<file path="src/rtl/dpds_pkg.sv">
// Package for the digit pattern divisor sieve.
// Widths, table sizes, request codes and the multiplier bit pattern.
// No dependencies.
package dpds_pkg;
	localparam int VAL_W        = 48;
	localparam int DIGIT_W      = 10;
	localparam int ENTRIES      = 24;
	localparam int ENTRY_IDX_W  = 5;
	localparam int ROWS         = 1024;
	localparam int ROW_ADDR_W   = 10;
	localparam int PAIRS        = 81;
	localparam int PAIR_IDX_W   = 7;
	localparam int MAX_RESULTS  = 36;
	localparam int RES_CNT_W    = 6;
	localparam int DIGIT_SEL_W  = 4;

	localparam logic [DIGIT_W-1:0]     SCAN_FROM_RESET   = 10'd20;
	localparam logic [DIGIT_W-1:0]     LAST_DIGIT        = 10'(ROWS - 1);
	localparam logic [3:0]             TEN_BITS          = 4'b1010;
	localparam logic [DIGIT_SEL_W-1:0] DIGIT_ONE         = 4'd1;
	localparam logic [DIGIT_SEL_W-1:0] DIGIT_NINE        = 4'd9;

	localparam logic [1:0] REQ_LOAD   = 2'd0;
	localparam logic [1:0] REQ_START  = 2'd1;
	localparam logic [1:0] REQ_TICK   = 2'd2;
	localparam logic [1:0] REQ_UNUSED = 2'd3;

	typedef logic [VAL_W-1:0] val_t;
	typedef logic [PAIRS-1:0] row_t;

	// (x + y) mod m for x, y below m
	function automatic val_t add_wrap(input val_t x, input val_t y, input val_t m);
		logic [VAL_W:0] s;
		s = {1'b0, x} + {1'b0, y};
		if (s >= {1'b0, m})
			s = s - {1'b0, m};
		return s[VAL_W-1:0];
	endfunction
endpackage

</file>
<file path="src/rtl/dpds_pow_step.sv">
// Bit-serial modular multiply by ten: result = (10 * power) mod prime.
// Each multiplier bit has a doubling step and an add step, each a single add and compare. Uses dpds_pkg.
module dpds_pow_step import dpds_pkg::*; (
	input  logic clk,
	input  logic arst_n,
	input  logic start,
	input  val_t power,
	input  val_t prime,
	output logic done,
	output val_t result
);
	logic [2:0] step_q;
	logic       busy_q;
	val_t       acc_q;
	logic       bit_sel;

	assign bit_sel = TEN_BITS[2'(3 - step_q[2:1])];
	assign done    = busy_q && step_q == 3'd7;
	assign result  = (bit_sel && step_q[0]) ? add_wrap(acc_q, power, prime) : acc_q;

	always_ff @(posedge clk or negedge arst_n) begin
		if (!arst_n) begin
			busy_q <= 1'b0;
			step_q <= '0;
		end else if (start) begin
			busy_q <= 1'b1;
			step_q <= '0;
		end else if (busy_q) begin
			step_q <= step_q + 3'd1;
			if (step_q == 3'd7)
				busy_q <= 1'b0;
		end
	end

	always_ff @(posedge clk) begin
		if (start)
			acc_q <= '0;
		else if (busy_q) begin
			if (!step_q[0])
				acc_q <= add_wrap(acc_q, acc_q, prime);
			else if (bit_sel)
				acc_q <= add_wrap(acc_q, power, prime);
		end
	end
endmodule

</file>
<file path="config.mk">
export PLATFORM = sky130hd
export DESIGN_NAME = dpds_pow_step
export DESIGN_NICKNAME = d
export VERILOG_FILES = /design/src/rtl/dpds_pkg.sv /design/src/rtl/dpds_pow_step.sv
export SDC_FILE = /design/constraint.sdc
export NUM_CORES = 1
export LEC_CHECK = 0
export ABC_CLOCK_PERIOD_IN_PS = 15900
export BUFFER_PORTS_ARGS = -buffer_cell sky130_fd_sc_hd__buf_2
export CAP_MARGIN = 20
export CORE_ASPECT_RATIO = 1.2
export CORE_MARGIN = 2
export CORE_UTILIZATION = 39
export CTS_CLUSTER_DIAMETER = 30
export CTS_CLUSTER_SIZE = 28
export DETAILED_ROUTE_END_ITERATION = 12
export SLEW_MARGIN = 40
export SYNTH_ARGS = -nofsm -noshare
export SYNTH_HDL_FRONTEND = slang
export SYNTH_SLANG_ARGS = --single-unit
</file>
<file path="constraint.sdc">
create_clock -name clk -period 15.9 [get_ports clk]
set_input_delay 3.975 -clock clk [delete_from_list [all_inputs] [get_ports clk]]
set_output_delay 3.975 -clock clk [all_outputs]
set_load 0.02 [all_outputs]
</file>
# ---- Word level (Yosys, flattened, before mapping)
# Cells that the tools add are included.
dict set report totals {
  register_bits 52
  inputBits 99
  out_inout_bits 49
  elab_cells 30
}
dict set report classes {
  addsub 6
  magnitude_cmp 3
  n_eq_ne 2
  n_mux 12
  reduce_logical 4
}
# operator n
set ops {}
lappend ops {{$mux 48} 5}
lappend ops {{$add 48x48->49} 2}
lappend ops {{$ge 49x48->1} 2}
lappend ops {{$sub 48x48->48} 2}
lappend ops {{$mux 3} 2}
lappend ops {{$mux 1} 4}
lappend ops {{$add 3x1->3 const B} 1}
lappend ops {{$eq 3x3->1 const B} 1}
lappend ops {{$lt 2x3->1 const B} 1}
lappend ops {{$bmux 1 s2} 1}
lappend ops {{$logic_and 1x1->1} 2}
lappend ops {{$ne 2x1->1 const B} 1}
lappend ops {{$reduce_and 2->1} 1}
lappend ops {{$reduce_bool 2->1} 1}
lappend ops {{$sub 2x2->2 const A} 1}

# ---- Depth between registers and ports, before layout
# Gate-level depths: netlist (run 1).
dict set report logic_depth {
  depth_word 5
  ltp_mapped 25
}

# ---- Least setup slack after synthesis (run 1)
# OpenSTA, ideal clock, no wires.
dict set report synth_timing {
  path_type {input port to output port}
  from {in power[0]}
  to {out result[44]}
  arrival_ps 8706
  setup_slack_ps 3219
  cell_stages 24
  n_path_buf 2
  path_cell_list {ha_1 > fa_1 > a211oi_1 > o211ai_2 > a211oi_2 > o31ai_1 > a31oi_1 > nor3_1 > nand3_1 > nand2_1 > xor2_1 > ha_1 > a21o_1 > a21o_1 > a21oi_1 > a311oi_1 > a211oi_1 > o41ai_1 > a211o_2 > buf_4 > buf_4 > nand2_1 > o21ai_0 > a21oi_1}
}
dict set report synth_between {
  elab_chain_len 4
}
# element line
set synth_rtl {}
lappend synth_rtl {{from (decl)} dpds_pow_step.sv:7} ;# input val_t power,
lappend synth_rtl {{$add 48x48->49 (*)} dpds_pkg.sv:34} ;# s = {1'b0, x} + {1'b0, y};
lappend synth_rtl {{$sub 48x48->48 or $ge 49x48->1 (tied branches)} {dpds_pkg.sv:36, dpds_pkg.sv:35}}
lappend synth_rtl {{$mux 48 (*)} dpds_pkg.sv:35} ;# if (s >= {1'b0, m})
lappend synth_rtl {{$mux 48 (*)} dpds_pow_step.sv:19} ;# assign result = (bit_sel && step_q[0]) ? add_wrap(acc_q, power, prime) : acc_q;
lappend synth_rtl {{to (decl)} dpds_pow_step.sv:10} ;# output val_t result
# Mark *: on every way between the ends. The rest lies on a longest branch, timed or not.

# ---- Worst setup path after layout (run 1)
dict set report layout_timing {
  from {in power[0]}
  to {out result[35]}
}
# Same word-level chain as after synthesis.

==> results by group, run 1 <==
Logic synthesis
  • Mapped Area: 12200 um2
  • Number of synthesized flops with an enable pin: 0
  • Cell variety after synth: 91
  • Sequential area share after synthesis: 8.73%
  • Commonest cells post-synth: a21oi_1, nor2_1, nand2_1
  • Yosys reg bits: 52
  • Top cells by area in the synthesized netlist: ha_1, a21oi_1, dfxtp_1
  • Yosys top cell area share: 15.1%
  • Area leader, netlist: ha_1
  • Syn. warnings: 0
  • Primary FF master, synth: dfxtp_1
  • Ys async rst share: 7.69%
  • Syn_nets: 2022
  • Most frequent cell after synthesis: a21oi_1
  • Post-Syn Instances: 1773
  • Syn Area/Cell: 6.86 um2

Route
  • DR vias: 13924
  • Drt drc: 0
  • Vias per inst: 6.20
  • Routed len/inst: 22.0 um
  • Post-DRT Antenna Nets: 0
  • WL final: 49500 um
  • 1st-iter DRT viols: 1160
  • DRT Pass-1 Iters: 6

Hold path
  • Hold Path Origin: acc_q[20]
  • Hold/Removal Path Class: reg -> reg
  • Hold depth: 2

Setup path
  • CP max stage cell: a31oi_2
  • Worst EP required: 11.93 ns
  • WS Path Type: in -> out
  • Family with the most delay on the worst path: compound AO/OA/AOI/OAI gates
  • R2R cell count: 22
  • CP cell instances: buf_2 -> ha_1 -> fa_1 -> a211oi_1 -> o211ai_2 -> a211oi_2 -> buf_4 -> o31ai_1 -> a31oi_1 -> nor3_1 -> nor2_1 -> xnor2_1 -> ha_1 -> and3_1 -> a311oi_1 -> o211ai_1 -> a31oi_2 -> o41ai_1 -> a211o_2 -> buf_12 -> mux2_4 -> mux2_2 -> buf_2
  • Arr. time, crit path: 10.49 ns
  • Worst r2r src: acc_q[0]
  • Critical path launch point: power[0]
  • CP startpoint kind: input port
  • CP endpoint kind: primary output
  • WP depth: 23
  • Max stage delay on crit path: 0.59 ns
  • Critical path buffer and inverter count: 4
  • Largest fanout on the critical path: 35

Final layout
  • Fillers: 3276
  • Final net count: 2098
  • Area delta synth->final: 9.24%
  • Non-Filler Instances: 2246
  • Ant. Diodes: 0
  • Layout cell share with drive strength beyond 1: 11.8%

Floorplan
  • Die Y: 197 um
  • Ports: 148
  • Initial Util: 39.8%
  • FP Rows: 70
  • Core area: 30600 um2
  • DIE AREA: 32600 um2
  • Die width: 165 um

Run
  • Max_cap viols: 0

Clock network
  • CTS buffer count: 5
  • Post-CTS Setup Inserts: 0
  • CTS tree: built
  • Clk root buf: clkbuf_16
  • Post-CTS sizing: 0
  • Clk sinks: 52
  • Skew-Pair Late Insertion Delay: 0.33 ns
  • Clk slew on worst S/H paths: 0.10 ns
  • H-tree Lvls: 2
  • Clk buf depth: 2
  • Hold-fix buffers, CTS: 0

STA
  • RSZ-0062 raised after global routing: no
  • Min cycle time layout: 14.47 ns
  • Final hold violations: 0
  • # setup viols final: 0
  • TNS Setup: 0 ns
  • Fmax: 69.1 MHz
  • Hold WS: 0.544 ns
  • Clock Skews: 0.0135 ns
  • Slew headroom: 40.9%
  • Worst Max-Slew Pin Slew: 0.883 ns
  • Slew Viols, Final: 0
  • Final period utilization: 91.0%

GRT
  • First-pass GRT wire length: 75200 um
  • Vias in the first global route: 13247
  • GRT overflow: 0
  • Largest net degree at the start of global routing: 64
  • Total track usage: 29.8%
  • Initial antenna violation count: 0

Outcome
  • Status: complete, no violations

Place
  • IO buf count: 147
  • DP Wirelength: 39700 um
  • GP Congestion: 0.979
  • Placed Cells: 2237
==> logic make-up (layout without fill, tap and decap cells) <==
| family | count (synthesis) | count (layout) | share of synthesized area (%) |
|---|---|---|---|
| xor gates and xnor gates | 126 | 126 | 9.08 |
| muxes | 32 | 32 | 2.75 |
| buffers and inverters | 197 | 274 | 7.05 |
| AOI/OAI and AO/OA | 662 | 662 | 35.5 |
| adders and majority gates | 150 | 150 | 15.6 |
| DFF | 52 | 52 | 8.73 |
| and+or+nand+nor | 554 | 554 | 21.2 |
==> path summary, 6_finish.rpt <==
| check | endpoint | slack (ns) |
|---|---|---|
| setup reg to reg | acc_q[32] | 9.01 |
| max in group asynchronous | step_q[0] | 12.33 |
| min in group asynchronous | step_q[2] | 3.43 |
| hold reg to reg | acc_q[20] | 0.54 |
| setup / recovery | result[35] | 1.43 |
| hold / removal | acc_q[20] | 0.54 |
==> placed cells by master (no fill, tap or decap), types with 16 or more instances in the layout <==
cell type and instances:
xor2_1 54, o21bai_1 23, buf_2 147, dfxtp_1 48, nand4_1 37, nor3_1 24, and3_1 16, a21o_1 61
nand3_1 53, inv_1 101, xnor2_1 72, mux2i_1 24, a31oi_1 29, a211oi_1 39, o21ai_1 18, ha_1 146
nor2_1 169, a21oi_1 216, o211ai_1 27, o21ai_0 97, nand2_1 166
==> metal layers <==
layer / vias up / track usage, % / wire length (um)
met1: 6618 / 38.5 / 21200
met3: 80 / 2.54 / 2730
met2: 526 / 51.6 / 24000
met5: - / 0 / 0
li1: 6700 / - / -
met4: 0 / 10.3 / 1600
==> cell type report <==
| class | count | area [um2] | area share, % |
|---|---|---|---|
| Timing Repair Buffer | 164 | 908 | 6.84 |
| Sequential cell | 52 | 1060 | 8.00 |
| Inverter | 102 | 383 | 2.88 |
| Clock buffer | 5 | 125 | 0.942 |
| Multi-Input combinational cell | 1524 | 10300 | 77.3 |
| Clock inverter | 3 | 46.3 | 0.349 |
| Tap cell | 396 | 495 | 3.73 |
==> flip-flops by register name, indices dropped and copies added (netlist names) <==
register and cells:
acc_q 48, step_q 3, busy_q 1
==> tightest hold or removal path, stage by stage (launching register included) <==
cell	delay [ns]
dfxtp_1	0.38
nand2_1	0.08
a21oi_1	0.05
==> per-stage QoR <==
stage                     util, %  worst slack [ns]  instance area (um2)
final                        43.4              1.43                13300
after global routing         43.4              1.15                13300
after CTS                    43.3              1.52                13300
after detailed placement     42.8              1.56                13100
after global placement       42.7              1.62                13100
after floorplan                 -              3.22                12200
Power of run 1 is not shown: default switching activity piles up to over one toggle a cycle in this logic, so the estimate is an artifact.
==> inputs of run 2 (changes only) <==
--- a/config.mk
+++ b/config.mk
@@ -6,7 +6,7 @@
 export NUM_CORES = 1
 export LEC_CHECK = 0
 export ABC_CLOCK_PERIOD_IN_PS = 15900
-export BUFFER_PORTS_ARGS = -buffer_cell sky130_fd_sc_hd__buf_2
+export BUFFER_PORTS_ARGS = -buffer_cell sky130_fd_sc_hd__buf_4
 export CAP_MARGIN = 20
 export CORE_ASPECT_RATIO = 1.2
 export CORE_MARGIN = 2
==> run 2 against run 1 <==
Flip-flop and latch count unchanged. Global-route usage rose by 0.82 points. Final cell count decreased by 0.13%. Maximum frequency hardly changed. Die area unchanged. Critical path depth shrank 1. Register-to-register slack is essentially flat. Clock skew fell by 0.0010 ns. Hold slack worse by 0.0053 ns.
==> results by group, run 2 (synthesis gave the netlist of run 1 again) <==
STA
  • Min cycle time layout: 14.47 ns
  • Fmax: 69.1 MHz
  • RSZ-0062 raised after global routing: no
  • Final hold violations: 0
  • Slew headroom: 49.7%
  • TNS Setup: 0 ns
  • Final period utilization: 91.0%
  • Worst Max-Slew Pin Slew: 0.754 ns
  • Slew Viols, Final: 0
  • Hold WS: 0.538 ns
  • # setup viols final: 0
  • Clock Skews: 0.0124 ns

Clock network
  • Clk root buf: clkbuf_16
  • Post-CTS sizing: 0
  • Clk sinks: 52
  • Skew-Pair Late Insertion Delay: 0.34 ns
  • CTS buffer count: 5
  • CTS tree: built
  • H-tree Lvls: 2
  • Clk buf depth: 2
  • Clk slew on worst S/H paths: 0.09 ns
  • Hold-fix buffers, CTS: 0
  • Post-CTS Setup Inserts: 0

Setup path
  • Arr. time, crit path: 10.49 ns
  • CP endpoint kind: primary output
  • CP max stage cell: a31oi_2
  • Worst EP required: 11.93 ns
  • Family with the most delay on the worst path: compound AO/OA/AOI/OAI gates
  • Critical path buffer and inverter count: 4
  • Worst path most repeated cell: buf_4
  • CP cell instances: buf_4 -> ha_1 -> fa_1 -> a211oi_1 -> o211ai_2 -> a211oi_2 -> buf_4 -> o31ai_1 -> a31oi_1 -> xnor2_1 -> ha_1 -> a21oi_1 -> o21ai_0 -> a311oi_1 -> o211ai_1 -> a31oi_2 -> o41ai_1 -> a211o_2 -> buf_12 -> mux2_4 -> mux2_2 -> buf_4
  • WS Path Type: in -> out
  • R2R setup slack: 9.00 ns
  • R2R cell count: 22
  • Worst r2r src: acc_q[0]
  • Largest fanout on the critical path: 33
  • Reg2reg end: acc_q[32]
  • CP startpoint kind: input port
  • Max stage delay on crit path: 0.56 ns

Final layout
  • Biggest regs: acc_q x48, step_q x3, busy_q x1
  • Largest register FFs: 48
  • Commonest non-fill, non-tap cell in the layout: a21oi_1
  • Area delta synth->final: 11.8%
  • Commonest cells after routing, fill and taps aside: a21oi_1, nor2_1, nand2_1
  • Core Util, Final: 44.5%
  • Largest Register: acc_q
  • Ant. Diodes: 0
  • Fillers: 3256
  • Final net count: 2095
  • Layout cell share with drive strength beyond 1: 11.8%

Floorplan
  • Core area: 30600 um2
  • Initial Util: 39.8%
  • Die Y: 197 um
  • Ports: 148
  • DIE AREA: 32600 um2
  • FP Rows: 70
  • Die width: 165 um

Hold path
  • Hold Path Origin: step_q[2]
  • Hold/Removal Path Class: reg -> reg
  • Hold Path Sink: step_q[2]
  • Hold depth: 2

Route
  • 1st-iter DRT viols: 1388
  • Drt drc: 0
  • DR vias: 14021
  • Routed len/inst: 22.7 um
  • WL final: 50800 um
  • Post-DRT Antenna Nets: 0
  • Vias per inst: 6.25
  • DRT Pass-1 Iters: 6

Place
  • DP Wirelength: 40100 um
  • IO buf count: 147
  • GP Congestion: 0.990

GRT
  • Initial antenna violation count: 0
  • Largest net degree at the start of global routing: 65
  • Vias in the first global route: 13371
  • Total track usage: 30.6%
  • First-pass GRT wire length: 77000 um
  • GRT overflow: 0

Run
  • Max_cap viols: 0

Outcome
  • Status: complete, no violations
run 2: cell count changes in the layout (fill, tap and decap cells not counted), sizes merged:
cell      before  now
buf          164  161
bufinv         1    0
clkbuf         5    6
clkinv         1    2
clkinvlp       1    0
run 2: final cells by class:
cell class / count / area [um2] / area share [%]
Multi-Input combinational cell: 1524 / 10300 / 75.5
Timing Repair Buffer: 161 / 1240 / 9.11
Sequential cell: 52 / 1060 / 7.82
Tap cell: 396 / 495 / 3.65
Inverter: 102 / 385 / 2.84
Clock buffer: 6 / 139 / 1.02
Clock inverter: 2 / 10.0 / 0.0737
run 2: layer usage:
metal	part of all wire, %	GRT usage, %
met3	5.9	2.79
met1	42	39.0
met4	3.9	12.1
met5	0	0
met2	48	52.8
run 2: stage by stage:
stage | worst slack [ns] | cells | cell area [um2]
final | 1.43 | 2243 | 13600
after global routing | 1.14 | 2243 | 13600
after CTS | 1.48 | 2243 | 13600
after detailed placement | 1.51 | 2235 | 13400
after global placement | 1.54 | 2234 | 13400
after floorplan | 3.22 | 1773 | 12200
run 2: worst reg2reg max path: stages, from the launching register on:
cell	delay, ns
dfxtp_1	0.45
ha_1	0.24
fa_1	0.24
a211oi_1	0.11
o211ai_2	0.34
a211oi_2	0.15
buf_4	0.18
o31ai_1	0.48
a31oi_1	0.30
nor3_1	0.36
nor2_1	0.09
xnor2_1	0.25
ha_1	0.36
and3_1	0.20
a311oi_1	0.54
o211ai_1	0.20
a31oi_2	0.56
o41ai_1	0.19
a211o_2	0.56
buf_12	0.28
mux2i_1	0.32
nand2_1	0.13
a32o_1	0.30
run 2: worst max path at each step:
stage / from / end / slack [ns] / cells past startpoint
after CTS: power[0] / result[35] / 1.48 / 22
after global routing: power[0] / result[35] / 1.14 / 23
after global placement: power[0] / result[35] / 1.54 / 23
after detailed placement: power[0] / result[35] / 1.51 / 22
final: power[0] / result[35] / 1.43 / 22
after floorplan: power[0] / result[44] / 3.22 / 24
Power of run 2 is left out for the same reason.
